[src/design/irpw_pkg.sv]
// ----------------------------------------------------------------------------
// irpw_pkg
// Shared types and constants for the IR pulse-width frame decoder.
// ----------------------------------------------------------------------------
package irpw_pkg;

   // Field widths.
   localparam int unsigned COUNT_W = 8;
   localparam int unsigned WORD_W  = 32;
   localparam int unsigned BYTE_W  = 8;
   localparam int unsigned CSR_IDX_W  = 3;
   localparam int unsigned CSR_DATA_W = 8;

   // Number of data bits in one frame.
   localparam int unsigned FRAME_BITS = 32;

   // Configuration register indexes.
   localparam logic [CSR_IDX_W-1:0] CSR_SYNC_MAX     = 3'd0;
   localparam logic [CSR_IDX_W-1:0] CSR_SYNC_MIN     = 3'd1;
   localparam logic [CSR_IDX_W-1:0] CSR_ONE_MIN      = 3'd2;
   localparam logic [CSR_IDX_W-1:0] CSR_ADDRESS_HIGH = 3'd3;
   localparam logic [CSR_IDX_W-1:0] CSR_ADDRESS_LOW  = 3'd4;

   // Reset values of the configuration registers.
   localparam logic [BYTE_W-1:0] SYNC_MAX_RESET     = 8'd30;
   localparam logic [BYTE_W-1:0] SYNC_MIN_RESET     = 8'd3;
   localparam logic [BYTE_W-1:0] ONE_MIN_RESET      = 8'd12;
   localparam logic [BYTE_W-1:0] ADDRESS_HIGH_RESET = 8'h12;
   localparam logic [BYTE_W-1:0] ADDRESS_LOW_RESET  = 8'h34;

   // Command plus inverted command must sum to this value.
   localparam logic [BYTE_W:0] COMMAND_SUM = 9'h0FF;

   // Configuration register set.
   typedef struct packed {
      logic [BYTE_W-1:0] sync_max;
      logic [BYTE_W-1:0] sync_min;
      logic [BYTE_W-1:0] one_min;
      logic [BYTE_W-1:0] address_high;
      logic [BYTE_W-1:0] address_low;
   } cfg_type;

   // Decoder state carried from one sample to the next.
   typedef struct packed {
      logic               was_high;
      logic [COUNT_W-1:0] width_count;
      logic [COUNT_W-1:0] bits_left;
      logic [WORD_W-1:0]  shift_word;
   } state_type;

   // One result item.
   typedef struct packed {
      logic              frame_done;
      logic              frame_ok;
      logic [BYTE_W-1:0] command;
      logic [WORD_W-1:0] frame_word;
   } result_type;

endpackage

[src/design/ir_pulse_width_frame_decoder_core.sv]
// ----------------------------------------------------------------------------
// ir_pulse_width_frame_decoder_core
// Decodes 32-bit pulse-width IR remote frames from one line sample per
// transfer and returns one result per sample.
// ----------------------------------------------------------------------------
//
//  Channel   Direction  Ports                               Carries
//  req       in         req_valid/req_ready, req_line_level one line sample
//  rsp       out        rsp_valid/rsp_ready, rsp_*          one result per sample
//  csr       in         csr_valid/csr_ready, csr_index/data register write
//
//  The step logic runs between the state registers and the result
//  register, so a new sample is taken every cycle while req_ready is high.
//  A result appears in the cycle after its sample transfer.
//  Reset clears the state and loads the register defaults; no clearing pass.
//  A stalled result holds in the output register; req_ready stays high as
//  long as that register is empty or is being read in the same cycle.
//  Register writes are taken in every cycle.
// ----------------------------------------------------------------------------
module ir_pulse_width_frame_decoder_core (
   input  logic                              clock,
   input  logic                              reset,
   // Sample input
   input  logic                              req_valid,
   output logic                              req_ready,
   input  logic                              req_line_level,
   // Result output
   output logic                              rsp_valid,
   input  logic                              rsp_ready,
   output logic                              rsp_frame_done,
   output logic                              rsp_frame_ok,
   output logic [irpw_pkg::BYTE_W-1:0]       rsp_command,
   output logic [irpw_pkg::WORD_W-1:0]       rsp_frame_word,
   // Register writes
   input  logic                              csr_valid,
   output logic                              csr_ready,
   input  logic [irpw_pkg::CSR_IDX_W-1:0]    csr_index,
   input  logic [irpw_pkg::CSR_DATA_W-1:0]   csr_data
);

   irpw_pkg::cfg_type    cfg_ff, cfg_in;
   irpw_pkg::state_type  state_ff, state_in, state_next;
   irpw_pkg::result_type result_ff, result_in, result_next;
   logic                 rsp_valid_ff, rsp_valid_in;
   logic                 req_xfer;

   assign csr_ready = 1'b1;
   assign req_ready = !rsp_valid_ff || rsp_ready;
   assign req_xfer  = req_valid && req_ready;

   // Register file writes; unknown indexes are dropped.
   always_comb begin
      cfg_in = cfg_ff;
      if (csr_valid) begin
         case (csr_index)
            irpw_pkg::CSR_SYNC_MAX:     cfg_in.sync_max     = csr_data;
            irpw_pkg::CSR_SYNC_MIN:     cfg_in.sync_min     = csr_data;
            irpw_pkg::CSR_ONE_MIN:      cfg_in.one_min      = csr_data;
            irpw_pkg::CSR_ADDRESS_HIGH: cfg_in.address_high = csr_data;
            irpw_pkg::CSR_ADDRESS_LOW:  cfg_in.address_low  = csr_data;
            default: ;
         endcase
      end
   end

   // Per-sample decode step.
   irpw_step u_step (
      .line_level (req_line_level),
      .cfg        (cfg_ff),
      .state      (state_ff),
      .state_next (state_next),
      .result     (result_next)
   );

   // State and output register updates.
   always_comb begin
      state_in     = state_ff;
      result_in    = result_ff;
      rsp_valid_in = rsp_valid_ff && !rsp_ready;
      if (req_xfer) begin
         state_in     = state_next;
         result_in    = result_next;
         rsp_valid_in = 1'b1;
      end
   end

   always_ff @(posedge clock) begin
      if (reset) begin
         cfg_ff.sync_max     <= irpw_pkg::SYNC_MAX_RESET;
         cfg_ff.sync_min     <= irpw_pkg::SYNC_MIN_RESET;
         cfg_ff.one_min      <= irpw_pkg::ONE_MIN_RESET;
         cfg_ff.address_high <= irpw_pkg::ADDRESS_HIGH_RESET;
         cfg_ff.address_low  <= irpw_pkg::ADDRESS_LOW_RESET;
         state_ff            <= '0;
         rsp_valid_ff        <= 1'b0;
      end else begin
         cfg_ff       <= cfg_in;
         state_ff     <= state_in;
         rsp_valid_ff <= rsp_valid_in;
      end
   end

   // Result payload needs no reset.
   always_ff @(posedge clock) begin
      result_ff <= result_in;
   end

   assign rsp_valid      = rsp_valid_ff;
   assign rsp_frame_done = result_ff.frame_done;
   assign rsp_frame_ok   = result_ff.frame_ok;
   assign rsp_command    = result_ff.command;
   assign rsp_frame_word = result_ff.frame_word;

   // A frame can only pass its check on the sample that completes it.
   assert property (@(posedge clock) disable iff (reset)
      rsp_valid && rsp_frame_ok |-> rsp_frame_done)
      else $error("frame_ok without frame_done");

   // The command output is always bits 15:8 of the shown word.
   assert property (@(posedge clock) disable iff (reset)
      rsp_valid |-> rsp_command == rsp_frame_word[15:8])
      else $error("command does not match frame word");

   // A high sample leaves the line marked high.
   assert property (@(posedge clock) disable iff (reset)
      req_xfer && req_line_level |=> state_ff.was_high)
      else $error("high sample not recorded");

   // A low sample clears the width counter and the high flag.
   assert property (@(posedge clock) disable iff (reset)
      req_xfer && !req_line_level |=> !state_ff.was_high && state_ff.width_count == '0)
      else $error("low sample did not clear width state");

   // A result is shown in the cycle after every accepted sample.
   assert property (@(posedge clock) disable iff (reset)
      req_xfer |=> rsp_valid)
      else $error("accepted sample produced no result");

endmodule

[src/design/irpw_step.sv]
// ----------------------------------------------------------------------------
// irpw_step
// Next-state and result logic for one line sample: width counting, edge
// classification, bit shifting and frame check.
// ----------------------------------------------------------------------------
module irpw_step (
   input  logic                  line_level,
   input  irpw_pkg::cfg_type     cfg,
   input  irpw_pkg::state_type   state,
   output irpw_pkg::state_type   state_next,
   output irpw_pkg::result_type  result
);

   logic [irpw_pkg::COUNT_W-1:0] width_inc;
   logic                         is_sync;
   logic                         is_one;
   logic [irpw_pkg::COUNT_W-1:0] bits_dec;
   logic                         done;
   logic [irpw_pkg::BYTE_W:0]    cmd_sum;
   logic [irpw_pkg::WORD_W-1:0]  word;

   // Width count including this sample, wrapping at 256.
   assign width_inc = state.width_count + 8'd1;
   assign is_sync   = (width_inc > cfg.sync_max) || (width_inc < cfg.sync_min);
   assign is_one    = (width_inc >= cfg.one_min);
   assign bits_dec  = state.bits_left - 8'd1;

   // Update the state on the sample.
   always_comb begin
      state_next = state;
      done       = 1'b0;
      if (line_level) begin
         state_next.was_high    = 1'b1;
         state_next.width_count = width_inc;
      end else begin
         if (state.was_high) begin
            if (is_sync) begin
               state_next.bits_left  = irpw_pkg::COUNT_W'(irpw_pkg::FRAME_BITS);
               state_next.shift_word = '0;
            end else begin
               state_next.shift_word = {state.shift_word[irpw_pkg::WORD_W-2:0], is_one};
               state_next.bits_left  = bits_dec;
               done                  = (bits_dec == '0);
            end
         end
         state_next.was_high    = 1'b0;
         state_next.width_count = '0;
      end
   end

   // Frame check on the completed word.
   assign word    = state_next.shift_word;
   assign cmd_sum = {1'b0, word[15:8]} + {1'b0, word[7:0]};

   always_comb begin
      result.frame_done = done;
      result.frame_ok   = done && (word[31:24] == cfg.address_high)
                               && (word[23:16] == cfg.address_low)
                               && (cmd_sum == irpw_pkg::COMMAND_SUM);
      result.command    = word[15:8];
      result.frame_word = word;
   end

endmodule
[config.mk]
export PLATFORM = sky130hd
export DESIGN_NAME = ir_pulse_width_frame_decoder_core
export DESIGN_NICKNAME = d
export VERILOG_FILES = /design/src/design/irpw_pkg.sv /design/src/design/ir_pulse_width_frame_decoder_core.sv /design/src/design/irpw_step.sv
export SDC_FILE = /design/constraint.sdc
export NUM_CORES = 1
export LEC_CHECK = 0
export BUFFER_PORTS_ARGS = -buffer_cell sky130_fd_sc_hd__buf_2
export CAP_MARGIN = 5
export CORE_MARGIN = 2
export CORE_UTILIZATION = 30
export DETAILED_ROUTE_END_ITERATION = 12
export GPL_TIMING_DRIVEN = 0
export PLACE_DENSITY = 0.47
export SETUP_SLACK_MARGIN = 0.2
export SYNTH_ARGS = -nofsm -noshare
export SYNTH_HDL_FRONTEND = slang
export SYNTH_HIERARCHICAL = 1
export SYNTH_SLANG_ARGS = --single-unit
[constraint.sdc]
create_clock -name clock -period 5.8 [get_ports clock]
set_clock_uncertainty 0.1 [all_clocks]
set_input_delay 0.58 -clock clock [delete_from_list [all_inputs] [get_ports clock]]
set_output_delay 0.58 -clock clock [all_outputs]
set_load 0.05 [all_outputs]
* Word-level counts from Yosys, hierarchy flattened
Cells that the tools add are included.
Storage, ports and cells: flip-flop bits (word level) 132, input bits 17, output and inout bits 45, logic and storage cells 53
Operators by class: add/subtract/negate cells 3, $lt $le $gt $ge 3, equality and inequality tests 7, mux-type cells 8, bitwise logic cells 1, reduce and logical (&&, ||, !) cells 17
Operators with widths (count):
- 32-bit 2-to-1 mux | 2
- 40-bit 2-to-1 mux | 1
- 8-bit == test | 2
- 2-bit AND reduction | 5
- 8-bit by 8-bit adder with 9-bit output | 1
- 9-bit by 8-bit == test with 1-bit output, second input constant | 1
- 9-bit 2-to-1 mux | 1
- 8-bit by 1-bit adder with 8-bit output, second input constant | 1
- 8-bit >= comparator | 1
- 8-bit greater-than comparator | 1
- 8-bit logical NOT | 1
- 8-bit < comparator | 1
- 8-bit by 1-bit subtractor with 8-bit output, second input constant | 1
- 3-bit by 2-bit == test with 1-bit output, second input constant | 2
- 1-bit logical AND | 5
- 1-bit 2-to-1 mux | 4
- 3-bit by 1-bit == test with 1-bit output, second input constant | 1
- 3-bit == test, second input constant | 1
- 3-bit logical NOT | 1
- 3-bit AND reduction | 1
- 1-bit logical NOT | 2
- 1-bit logical OR | 2
- 1-bit NOT | 1

* Logic depth before layout (Yosys ltp)
Gate-level depths: netlist of the first run.
depth after elaboration 10, depth in mapped cells 20, depth with buffers taken out 20

* By module
The synthesis of the first run kept the hierarchy.
Modules (own cells, without submodules):
- ir_pulse_width_frame_decoder_core | instances 1, cells each 414, area an instance 4877.2 µm², sequential area each 3062.9 µm²
- irpw_step | instances 1, cells each 328, area an instance 2264.7 µm², sequential area each 0.0 µm²

* Worst setup path before layout of the first run
OpenSTA, ideal clock, no wires.
path type reg-to-reg, from register state_ff[40] (netlist name), to register result_ff (netlist bit rsp_frame_ok), data pin, library setup time 170 ps, data arrival time 3969 ps, required time 5530 ps, slack 1562 ps, stages on the path, launching flop included 19, buffers on the path 1, clock period less this slack 4238 ps, cell sequence dfxtp_1 -> ha_1 -> nand3_1 -> xnor2_1 -> ha_1 -> nand4_1 -> nor2_1 -> a211oi_1 -> nor4_4 -> clkbuf_1 -> a22o_1 -> ha_1 -> fa_1 -> xnor2_1 -> nor4_1 -> nand3_1 -> a2111oi_4 -> nand4_1 -> nor4_2
RTL lines:
- from (decl) | line ir_pulse_width_frame_decoder_core.sv:42 | irpw_pkg::state_type state_ff, state_in, state_next;
- from (signal assigned) | line ir_pulse_width_frame_decoder_core.sv:98 | state_ff <= state_in;
- to (signal assigned) | line ir_pulse_width_frame_decoder_core.sv:105 | result_ff <= result_in;
- to (decl) | line ir_pulse_width_frame_decoder_core.sv:43 | irpw_pkg::result_type result_ff, result_in, result_next;

==> results.sh, run 1 <==
export IMPL_ant_nets=0
export IMPL_r2r_slack_ns=0.52
export IMPL_area_delta_synth_final_pct=18.1
export IMPL_syn_area_per_cell_um2=9.63
export IMPL_grt_pass1_vias=5171
export IMPL_drcViolationCount=0
export IMPL_synth_ff_type="dfxtp_1"
export IMPL_wl_mm=19.0
export IMPL_clkLatencyLatePin_ns=0.43
export IMPL_required_ns=5.94
export IMPL_drt_iter0_drc=349
export IMPL_yosys_area_top_type_share_pct=25.2
export IMPL_finalSetupTns_ns=0
export IMPL_placed_cell_area_um2=7850
export IMPL_die_y_um=158
export IMPL_grt_total_usage_pct=15.5
export IMPL_nFillCells=2431
export IMPL_power_density_nw_per_um2=259
export IMPL_nets=875
export IMPL_timing_rr_end="rsp_frame_ok"
export IMPL_grt_ovfl_total=0
export IMPL_dr_pass1_iters=4
export IMPL_synthArstFlopShare_pct=0
export IMPL_final_hold_violation_count=0
export IMPL_grt_max_degree=38
export IMPL_yosysMostFrequentCell="dfxtp_1"
export IMPL_cp_start_kind="flip-flop"
export IMPL_num_antenna_cells=0
export IMPL_cts_sinks=132
export IMPL_setup_violations=0
export IMPL_synth_cell_type_count=60
export IMPL_fin_util_pct=36.0
export IMPL_synth_area_um2=7140
export IMPL_startpoint="state_ff[40]"
export IMPL_fmax_mhz=189
export IMPL_synth_area_leaders="dfxtp_1, edfxtp_1, a21bo_2"
export IMPL_core_area_um2=23400
export IMPL_syn_inst=742
export IMPL_worstSetupPathType="reg -> reg"
export IMPL_routedWlPerCell_um=16.5
export IMPL_worst_ep_arrival_time_ns=5.42
export IMPL_routed_via_count=5588
export IMPL_clock_path_buffers=2
export IMPL_htree_levels=4
export IMPL_irDropWorstVdd_uv=160
export IMPL_place_hpwl_mm=13.9
export IMPL_die_w_um=158
export IMPL_r2r_start="state_ff[40]"
export IMPL_synth_warnings=6
export IMPL_dieArea_um2=25100
export IMPL_cts_reportedPaths_clkPinSlew_ns=0.06
export IMPL_crit_fanout=10
export IMPL_reg2regPathDepth=19
export IMPL_cts_buffers=17
export IMPL_synth_seq_cells=132
export IMPL_grt_pass1_wl_mm=29.6
export IMPL_endpoint="rsp_frame_ok"
export IMPL_finalWeightedCongestion=0.841
export IMPL_finalCriticalPeriod_ns=5.28
export IMPL_maxSlewViolCount=0
export IMPL_total_leakage_power_uw=0.00329
export IMPL_cts_tree="yes"
export IMPL_cts_root_buf="clkbuf_16"
export IMPL_finalCritPeriodShare_pct=91.0
export IMPL_slew_headroom_pct=61.1
export IMPL_synth_top_area_cell="dfxtp_1"
export IMPL_rsz0062_at_grt="false"
export IMPL_worst_slew_pin_transition_ns=0.583
export IMPL_grt_antenna_before_repair=0
export IMPL_start_util_pct=30.5
export IMPL_io_buffer_count=58
export IMPL_design_area_um2=8430
export IMPL_yosys_top_cells_count="dfxtp_1, a21oi_1, nand3_1"
export IMPL_synth_edf_count=42
export IMPL_run_status="completed"
export IMPL_hold_class="in -> reg"
export IMPL_post_place_cells=1120
export IMPL_synthesis_nets=794
export IMPL_routed_via_density=4.84
export IMPL_yosysSeqAreaShare_pct=42.9
export IMPL_cp_end_kind="flip-flop"
export IMPL_placementRows=56
export IMPL_final_cell_count_no_fill=1155
export IMPL_drive_gt1_share_pct=26.7
export IMPL_drv_cap=0
export IMPL_ios=62
cell usage in the layout, fill, tap and decap left out, drive strengths merged, types with 11 or more instances in the layout:
cell type    n
buf        125
dfxtp       90
a21oi       77
nand3       55
a21bo       49
inv         48
nor2        47
clkbuf      44
edfxtp      42
ha          34
mux2i       29
nand2       25
nor3        20
o22ai       17
o21ai       17
a22o        15
xnor2       11
how the worst min path moves through the flow:
stage / startpoint / to / cells after the start
2_1_floorplan: cfg_ff[15] / cfg_ff[15] / 2
3_3_place_gp: cfg_ff[15] / cfg_ff[15] / 2
3_5_place_dp: cfg_ff[29] / cfg_ff[29] / 2
4_1_cts: csr_data[1] / cfg_ff[17] / 3
5_1_grt: csr_data[2] / cfg_ff[10] / 3
6_report: csr_data[2] / cfg_ff[10] / 3
area by class of cell:
| class | count | area, um2 | share of cell area [%] |
|---|---|---|---|
| multi-input cells | 477 | 3370 | 40.0 |
| flip-flops and latches | 132 | 3060 | 36.3 |
| plain buffers | 89 | 562 | 6.66 |
| clock buffers | 18 | 439 | 5.21 |
| well taps | 319 | 399 | 4.73 |
| repair buffers | 62 | 333 | 3.95 |
| inverters | 44 | 165 | 1.96 |
| clock inverters | 14 | 101 | 1.20 |
state kept, by name, summed over array words and instances (netlist names):
register	count
state_ff	49
rsp_command	8
rsp_frame_done	1
rsp_valid	1
cfg_ff	40
rsp_frame_ok	1
rsp_frame_word	32
power breakdown:
part           internal [uW]  switching (uW)
clock network            560             451
logic                   45.6             140
registers                973            10.3
critical path, stage by stage, from the launching register on:
cell and delay, ns:
dfxtp_1 0.52, nand3_1 0.19, nor2_1 0.27, xor2_2 0.34, ha_1 0.33, a21oi_1 0.15
o21ai_0 0.14, a21oi_1 0.25, nor4_4 0.07, buf_4 0.18, clkbuf_2 0.23, a22o_1 0.29
ha_1 0.22, fa_1 0.41, xnor2_1 0.18, nor4_1 0.29, nand3_1 0.17, a2111oi_4 0.38
nand4_1 0.15, nor4_2 0.24
per-stage QoR:
step	setup WS [ns]	hold slack [ns]	total power, uW
after CTS	0.227	0.340	2200
after floorplan	1.56	0.360	1130
after global routing	0.215	0.368	2250
final	0.519	0.353	2180
after detailed placement	0.256	0.382	1190
after global placement	0.330	0.376	1190
logic make-up (layout without fill, tap and decap cells):
logic type | count (synthesis) | in the layout | synth area share [%]
fa+ha+maj | 35 | 35 | 6.24
buf+inv | 133 | 227 | 10.1
compound gates | 213 | 213 | 21.3
xor+xnor | 15 | 15 | 1.84
mux | 29 | 29 | 4.06
simple gates | 184 | 184 | 13.4
flops | 132 | 132 | 42.9
other cells | 1 | 1 | 0.0525
layer usage:
metal	track usage (%)	up-vias	wire, um
li1	-	2805	-
met1	21.3	2637	9380
met2	25.4	130	8680
met3	2.61	16	802
met4	4.25	0	181
met5	0	-	0
repair_timing:
action	in CTS	in global routing
resized for setup	0	7
hold buffers	0	0
endpoints found under the setup margin	0	1
setup buffers	0	3
(Power assumes the default switching activity.)
==> inputs of run 2 (changes only) <==
==> constraint.sdc (replaced) <==
create_clock -name clock -period 5.3 [get_ports clock]
set_clock_uncertainty 0.1 [all_clocks]
set_input_delay 0.53 -clock clock [delete_from_list [all_inputs] [get_ports clock]]
set_output_delay 0.53 -clock clock [all_outputs]
set_load 0.05 [all_outputs]
==> run 2 against run 1 <==
Net effect:
- sequential power up 9.9%
- die area unchanged
- routed wire length is 0.55% higher
- first-iteration DRC count down 8.3%
- total power is 9.4% higher
- critical path type unchanged
- largest cell class unchanged
- flip-flop and latch count unchanged
- global-route usage is 0.065 points higher
- cell count is 0.26% higher
- register-to-register slack improved by 0.07 ns
- critical endpoint unchanged
- final area increased by 1.3%
==> results.sh, run 2 (synthesis results as in run 1) <==
export IMPL_core_area_um2=23400
export IMPL_maxSlewViolCount=0
export IMPL_finalCritPeriodShare_pct=88.9
export IMPL_rsz0062_at_grt="false"
export IMPL_fin_util_pct=36.5
export IMPL_cts_root_buf="clkbuf_16"
export IMPL_largest_reg_flops=49
export IMPL_clkLatencyLatePin_ns=0.43
export IMPL_grt_max_degree=38
export IMPL_final_common_cell="dfxtp_1"
export IMPL_dieArea_um2=25100
export IMPL_clockPowerShare_pct=46.3
export IMPL_htree_levels=4
export IMPL_ios=62
export IMPL_drcViolationCount=0
export IMPL_clock_path_buffers=2
export IMPL_dr_pass1_iters=5
export IMPL_slew_headroom_pct=59.1
export IMPL_dp_slack_ns=-0.244
export IMPL_post_place_cells=1120
export IMPL_required_ns=5.44
export IMPL_run_status="completed"
export IMPL_grt_ovfl_total=0
export IMPL_finalSetupTns_ns=0
export IMPL_grt_pass1_wl_mm=29.8
export IMPL_final_cell_count_no_fill=1158
export IMPL_hold_class="in -> reg"
export IMPL_ctsHoldBuffers=0
export IMPL_swShare_pct=27.5
export IMPL_drv_cap=0
export IMPL_drive_gt1_share_pct=28.8
export IMPL_crit_fanout=10
export IMPL_multi_input_area_um2=3450
export IMPL_wl_mm=19.2
export IMPL_routed_via_count=5605
export IMPL_finalCriticalPeriod_ns=4.71
export IMPL_io_buffer_count=58
export IMPL_power_uw=2380
export IMPL_num_antenna_cells=0
export IMPL_cp_end_kind="flip-flop"
export IMPL_routedWlPerCell_um=16.5
export IMPL_grt_total_usage_pct=15.6
export IMPL_drt_iter0_drc=320
export IMPL_place_hpwl_mm=13.9
export IMPL_startpoint="state_ff[40]"
export IMPL_r2r_start="state_ff[40]"
export IMPL_grt_pass1_vias=5208
export IMPL_largest_register="state_ff"
export IMPL_placementRows=56
export IMPL_irDropWorstVdd_uv=175
export IMPL_netSwitchingPower_uw=657
export IMPL_area_delta_synth_final_pct=19.6
export IMPL_fmax_mhz=212
export IMPL_final_cell_mix="dfxtp_1, a21oi_1, buf_2"
export IMPL_final_hold_violation_count=0
export IMPL_cts_reportedPaths_clkPinSlew_ns=0.06
export IMPL_hp_start="csr_data[2]"
export IMPL_grt_antenna_before_repair=0
export IMPL_combPwrFrac_pct=8.6
export IMPL_cp_start_kind="flip-flop"
export IMPL_setup_violations=0
export IMPL_worst_slew_pin_transition_ns=0.614
export IMPL_seqPwrFrac_pct=45.1
export IMPL_cts_tree="yes"
export IMPL_worstSetupPathType="reg -> reg"
export IMPL_layout_setup_ws_ns=0.587
export IMPL_finalWeightedCongestion=0.841
export IMPL_cts_buffers=17
export IMPL_total_leakage_power_uw=0.00332
export IMPL_routed_via_density=4.84
export IMPL_regArea_um2=3070
export IMPL_die_w_um=158
export IMPL_worst_ep_arrival_time_ns=4.85
export IMPL_power_density_nw_per_um2=279
export IMPL_internal_power_uw=1730
export IMPL_nFillCells=2432
export IMPL_ant_nets=0
export IMPL_die_y_um=158
export IMPL_cts_sinks=132
export IMPL_start_util_pct=30.5
export IMPL_nets=878
## run 2: changes by cell type in the layout (fill, tap and decap cells not counted), moves of 2 or more
| cell | before | now |
|---|---|---|
| dfxtp_1 | 90 | 86 |
| a21oi_1 | 77 | 74 |
| a21oi_2 | 0 | 3 |
| buf_4 | 50 | 53 |
| dfxtp_2 | 0 | 3 |
| ha_1 | 34 | 32 |
| nor2_1 | 47 | 45 |
## run 2: final cells by class
| type | instances | area share [%] |
|---|---|---|
| plain buffers | 89 | 6.57 |
| multi-input cells | 477 | 40.4 |
| clock inverters | 14 | 1.19 |
| well taps | 319 | 4.67 |
| clock buffers | 18 | 5.14 |
| repair buffers | 65 | 4.16 |
| inverters | 44 | 1.93 |
| flip-flops and latches | 132 | 35.9 |
## run 2: final timing paths
| kind | endpoint | slack [ns] | cells after the start |
|---|---|---|---|
| max reg2reg | rsp_frame_ok | 0.59 | 19 |
| max | rsp_frame_ok | 0.59 | 19 |
| min reg2reg | cfg_ff[30] | 0.39 | 2 |
| min | cfg_ff[10] | 0.30 | 3 |
## run 2: per-stage QoR
stage                     instance area [um2]  hold WS, ns
final                                    8540        0.305
after global routing                     8540        0.318
after CTS                                8460        0.290
after detailed placement                 7850        0.382
after global placement                   7830        0.376
after floorplan                          7140        0.360
## run 2: critical path: stages (launching register included)
cell	delay (ns)
dfxtp_4	0.41
ha_2	0.22
nand3_1	0.14
xnor2_2	0.28
ha_1	0.29
nand4_1	0.14
nor2_1	0.09
a211oi_2	0.29
nor4_4	0.05
buf_4	0.17
buf_2	0.21
a22o_4	0.27
ha_1	0.21
fa_1	0.41
xnor2_1	0.18
nor4_1	0.36
nand3_1	0.17
a2111oi_4	0.24
nand4_1	0.15
nor4_2	0.17
## run 2: layer usage
metal | up-vias | share of wire, % | track usage (%) | wire length (um)
met2 | 100 | 46 | 25.5 | 8840
met4 | 0 | 0.85 | 4.25 | 162
met3 | 14 | 3.6 | 2.61 | 682
met1 | 2686 | 49 | 21.4 | 9480
met5 | - | 0 | 0 | 0
li1 | 2805 | - | - | -
## run 2: power groups by stage
stage	clock, uW	combinational [uW]	sequential (uW)
after floorplan	0	84.9	1150
after global placement	0	201	1100
after detailed placement	0	204	1100
after CTS	1130	205	1080
after global routing	1170	220	1080
final	1100	204	1080
## run 2: repair_timing
action / in CTS / in global routing
hold endpoints to repair: 0 / 0
pin swaps: 2 / 8
buffers inserted: 3 / 3
resized for setup: 10 / 15
endpoints found under the setup margin: 1 / 1
==> inputs of run 3 (changes only) <==
--- a/config.mk
+++ b/config.mk
@@ -9,6 +9,7 @@
 export CAP_MARGIN = 5
 export CORE_MARGIN = 2
 export CORE_UTILIZATION = 30
+export CTS_BUF_LIST = sky130_fd_sc_hd__clkbuf_16
 export DETAILED_ROUTE_END_ITERATION = 12
 export GPL_TIMING_DRIVEN = 0
 export PLACE_DENSITY = 0.47
==> run 3 against run 2 <==
Net effect:
- setup slack improved by 0.0071 ns
- maximum frequency up 0.15%
- flip-flop and latch count is the same
==> results.sh, run 3 (synthesis results as in run 1) <==
export IMPL_run_status="completed"
export IMPL_place_hpwl_mm=13.9
export IMPL_start_util_pct=30.5
export IMPL_num_antenna_cells=0
export IMPL_multi_input_area_um2=3450
export IMPL_cts_buffers=17
export IMPL_nets=878
export IMPL_largest_reg_flops=49
export IMPL_placementRows=56
export IMPL_cts_reportedPaths_clkPinSlew_ns=0.06
export IMPL_final_hold_violation_count=0
export IMPL_finalCriticalPeriod_ns=4.71
export IMPL_routedWlPerCell_um=16.6
export IMPL_cp_common_cell="buf_4"
export IMPL_clock_path_buffers=2
export IMPL_clkLatencyLatePin_ns=0.43
export IMPL_finalCritPeriodShare_pct=88.8
export IMPL_crit_fanout=10
export IMPL_ant_nets=0
export IMPL_grt_pass1_vias=5213
export IMPL_total_leakage_power_uw=0.00331
export IMPL_die_w_um=158
export IMPL_dieArea_um2=25100
export IMPL_hold_class="in -> reg"
export IMPL_irDropWorstVdd_uv=175
export IMPL_worst_ep_arrival_time_ns=4.85
export IMPL_wl_mm=19.2
export IMPL_setup_violations=0
export IMPL_die_y_um=158
export IMPL_ios=62
export IMPL_cp_end_kind="flip-flop"
export IMPL_drive_gt1_share_pct=28.7
export IMPL_required_ns=5.44
export IMPL_cts_tree="yes"
export IMPL_final_common_cell="dfxtp_1"
export IMPL_ctsHoldBuffers=0
export IMPL_io_buffer_count=58
export IMPL_grt_ovfl_total=0
export IMPL_maxSlewViolCount=0
export IMPL_finalWeightedCongestion=0.841
export IMPL_routed_via_density=4.82
export IMPL_grt_total_usage_pct=15.6
export IMPL_worst_slew_pin_transition_ns=0.630
export IMPL_drcViolationCount=0
export IMPL_regArea_um2=3070
export IMPL_dr_pass1_iters=5
export IMPL_largest_register="state_ff"
export IMPL_final_cell_mix="dfxtp_1, a21oi_1, buf_2"
export IMPL_grt_pass1_wl_mm=29.8
export IMPL_core_area_um2=23400
export IMPL_cpPeakStageDelay_ns=0.41
export IMPL_grt_max_degree=38
export IMPL_slew_headroom_pct=58.0
export IMPL_drt_iter0_drc=348
export IMPL_cp_start_kind="flip-flop"
export IMPL_cp_slowest_cell="fa_1"
export IMPL_power_density_nw_per_um2=278
export IMPL_drv_cap=0
export IMPL_nFillCells=2435
export IMPL_r2r_slack_ns=0.59
export IMPL_crit_chain="and3_1, nand2_1, nor2_4, xor2_4, buf_4, ha_4, a21oi_1, o21ai_0, a21oi_2, nor4_4, buf_4, buf_2, a22o_4, ha_1, fa_1, xnor2_1, nor4_1, nand3_1, a2111oi_4, nand4_1, nor4_2"
export IMPL_cts_root_buf="clkbuf_16"
export IMPL_worstSetupPathType="reg -> reg"
export IMPL_htree_levels=4
export IMPL_grt_antenna_before_repair=0
export IMPL_routed_via_count=5579
export IMPL_cts_sinks=132
export IMPL_area_delta_synth_final_pct=19.5
export IMPL_rsz0062_at_grt="false"
export IMPL_fmax_mhz=212
export IMPL_finalSetupTns_ns=0
export IMPL_fin_util_pct=36.5
run 3: cell types whose count changed in the layout (fill, tap and decap cells not counted):
| cell | delta |
|---|---|
| clkbuf_8 | -1 |
| clkinv_1 | +1 |
run 3: critical path, delay by kind of cell, from the launching register on:
family / cells / cell delay (ns)
AND/OR/NAND/NOR: 8 / 1.33
AO/OA/AOI/OAI: 5 / 0.99
adder cells (fa/ha/maj): 3 / 0.81
buffers and inverters: 3 / 0.54
XOR/XNOR: 2 / 0.39
flip-flops: 1 / 0.37
run 3: layer usage:
layer	part of all wire (%)	global-route usage [%]
met4	0.96	4.25
met5	0	0
met3	4.0	2.61
met1	49	21.4
met2	46	25.5
run 3: final timing paths:
check | startpoint | endpoint | cells past startpoint
max | state_ff[45] | rsp_frame_ok | 21
min | csr_data[2] | cfg_ff[10] | 3
max reg2reg | state_ff[45] | rsp_frame_ok | 21
min reg2reg | cfg_ff[30] | cfg_ff[30] | 2
run 3: report_power, final:
group          switching (uW)  internal, uW  leakage [uW]
registers                11.3          1060       0.00115
clock network             492           599      0.000261
logic                     154          50.3       0.00190
run 3: through the flow:
step / setup WS [ns] / area (um2) / total power (uW) / cells / hold WS (ns)
4_1_cts: 0.207 / 8450 / 2400 / 1155 / 0.290
2_1_floorplan: 1.06 / 7140 / 1240 / 742 / 0.360
6_report: 0.594 / 8530 / 2370 / 1158 / 0.305
5_1_grt: 0.267 / 8530 / 2450 / 1158 / 0.318
3_5_place_dp: -0.244 / 7850 / 1300 / 1120 / 0.382
3_3_place_gp: -0.170 / 7830 / 1300 / 1119 / 0.376
run 3: final cells by class:
type / count / area share (%)
Buffer: 89 / 6.58
Clock buffer: 17 / 4.98
Clock inverter: 15 / 1.23
Inverter: 44 / 1.94
Multi-Input combinational cell: 477 / 40.4
Sequential cell: 132 / 36.0
Tap cell: 319 / 4.68
Timing Repair Buffer: 65 / 4.16
run 3: repair_timing:
item,CTS,global route
gates resized for setup,10,15
pin swaps,2,8
buffers inserted,3,3
setup endpoints to repair,1,1
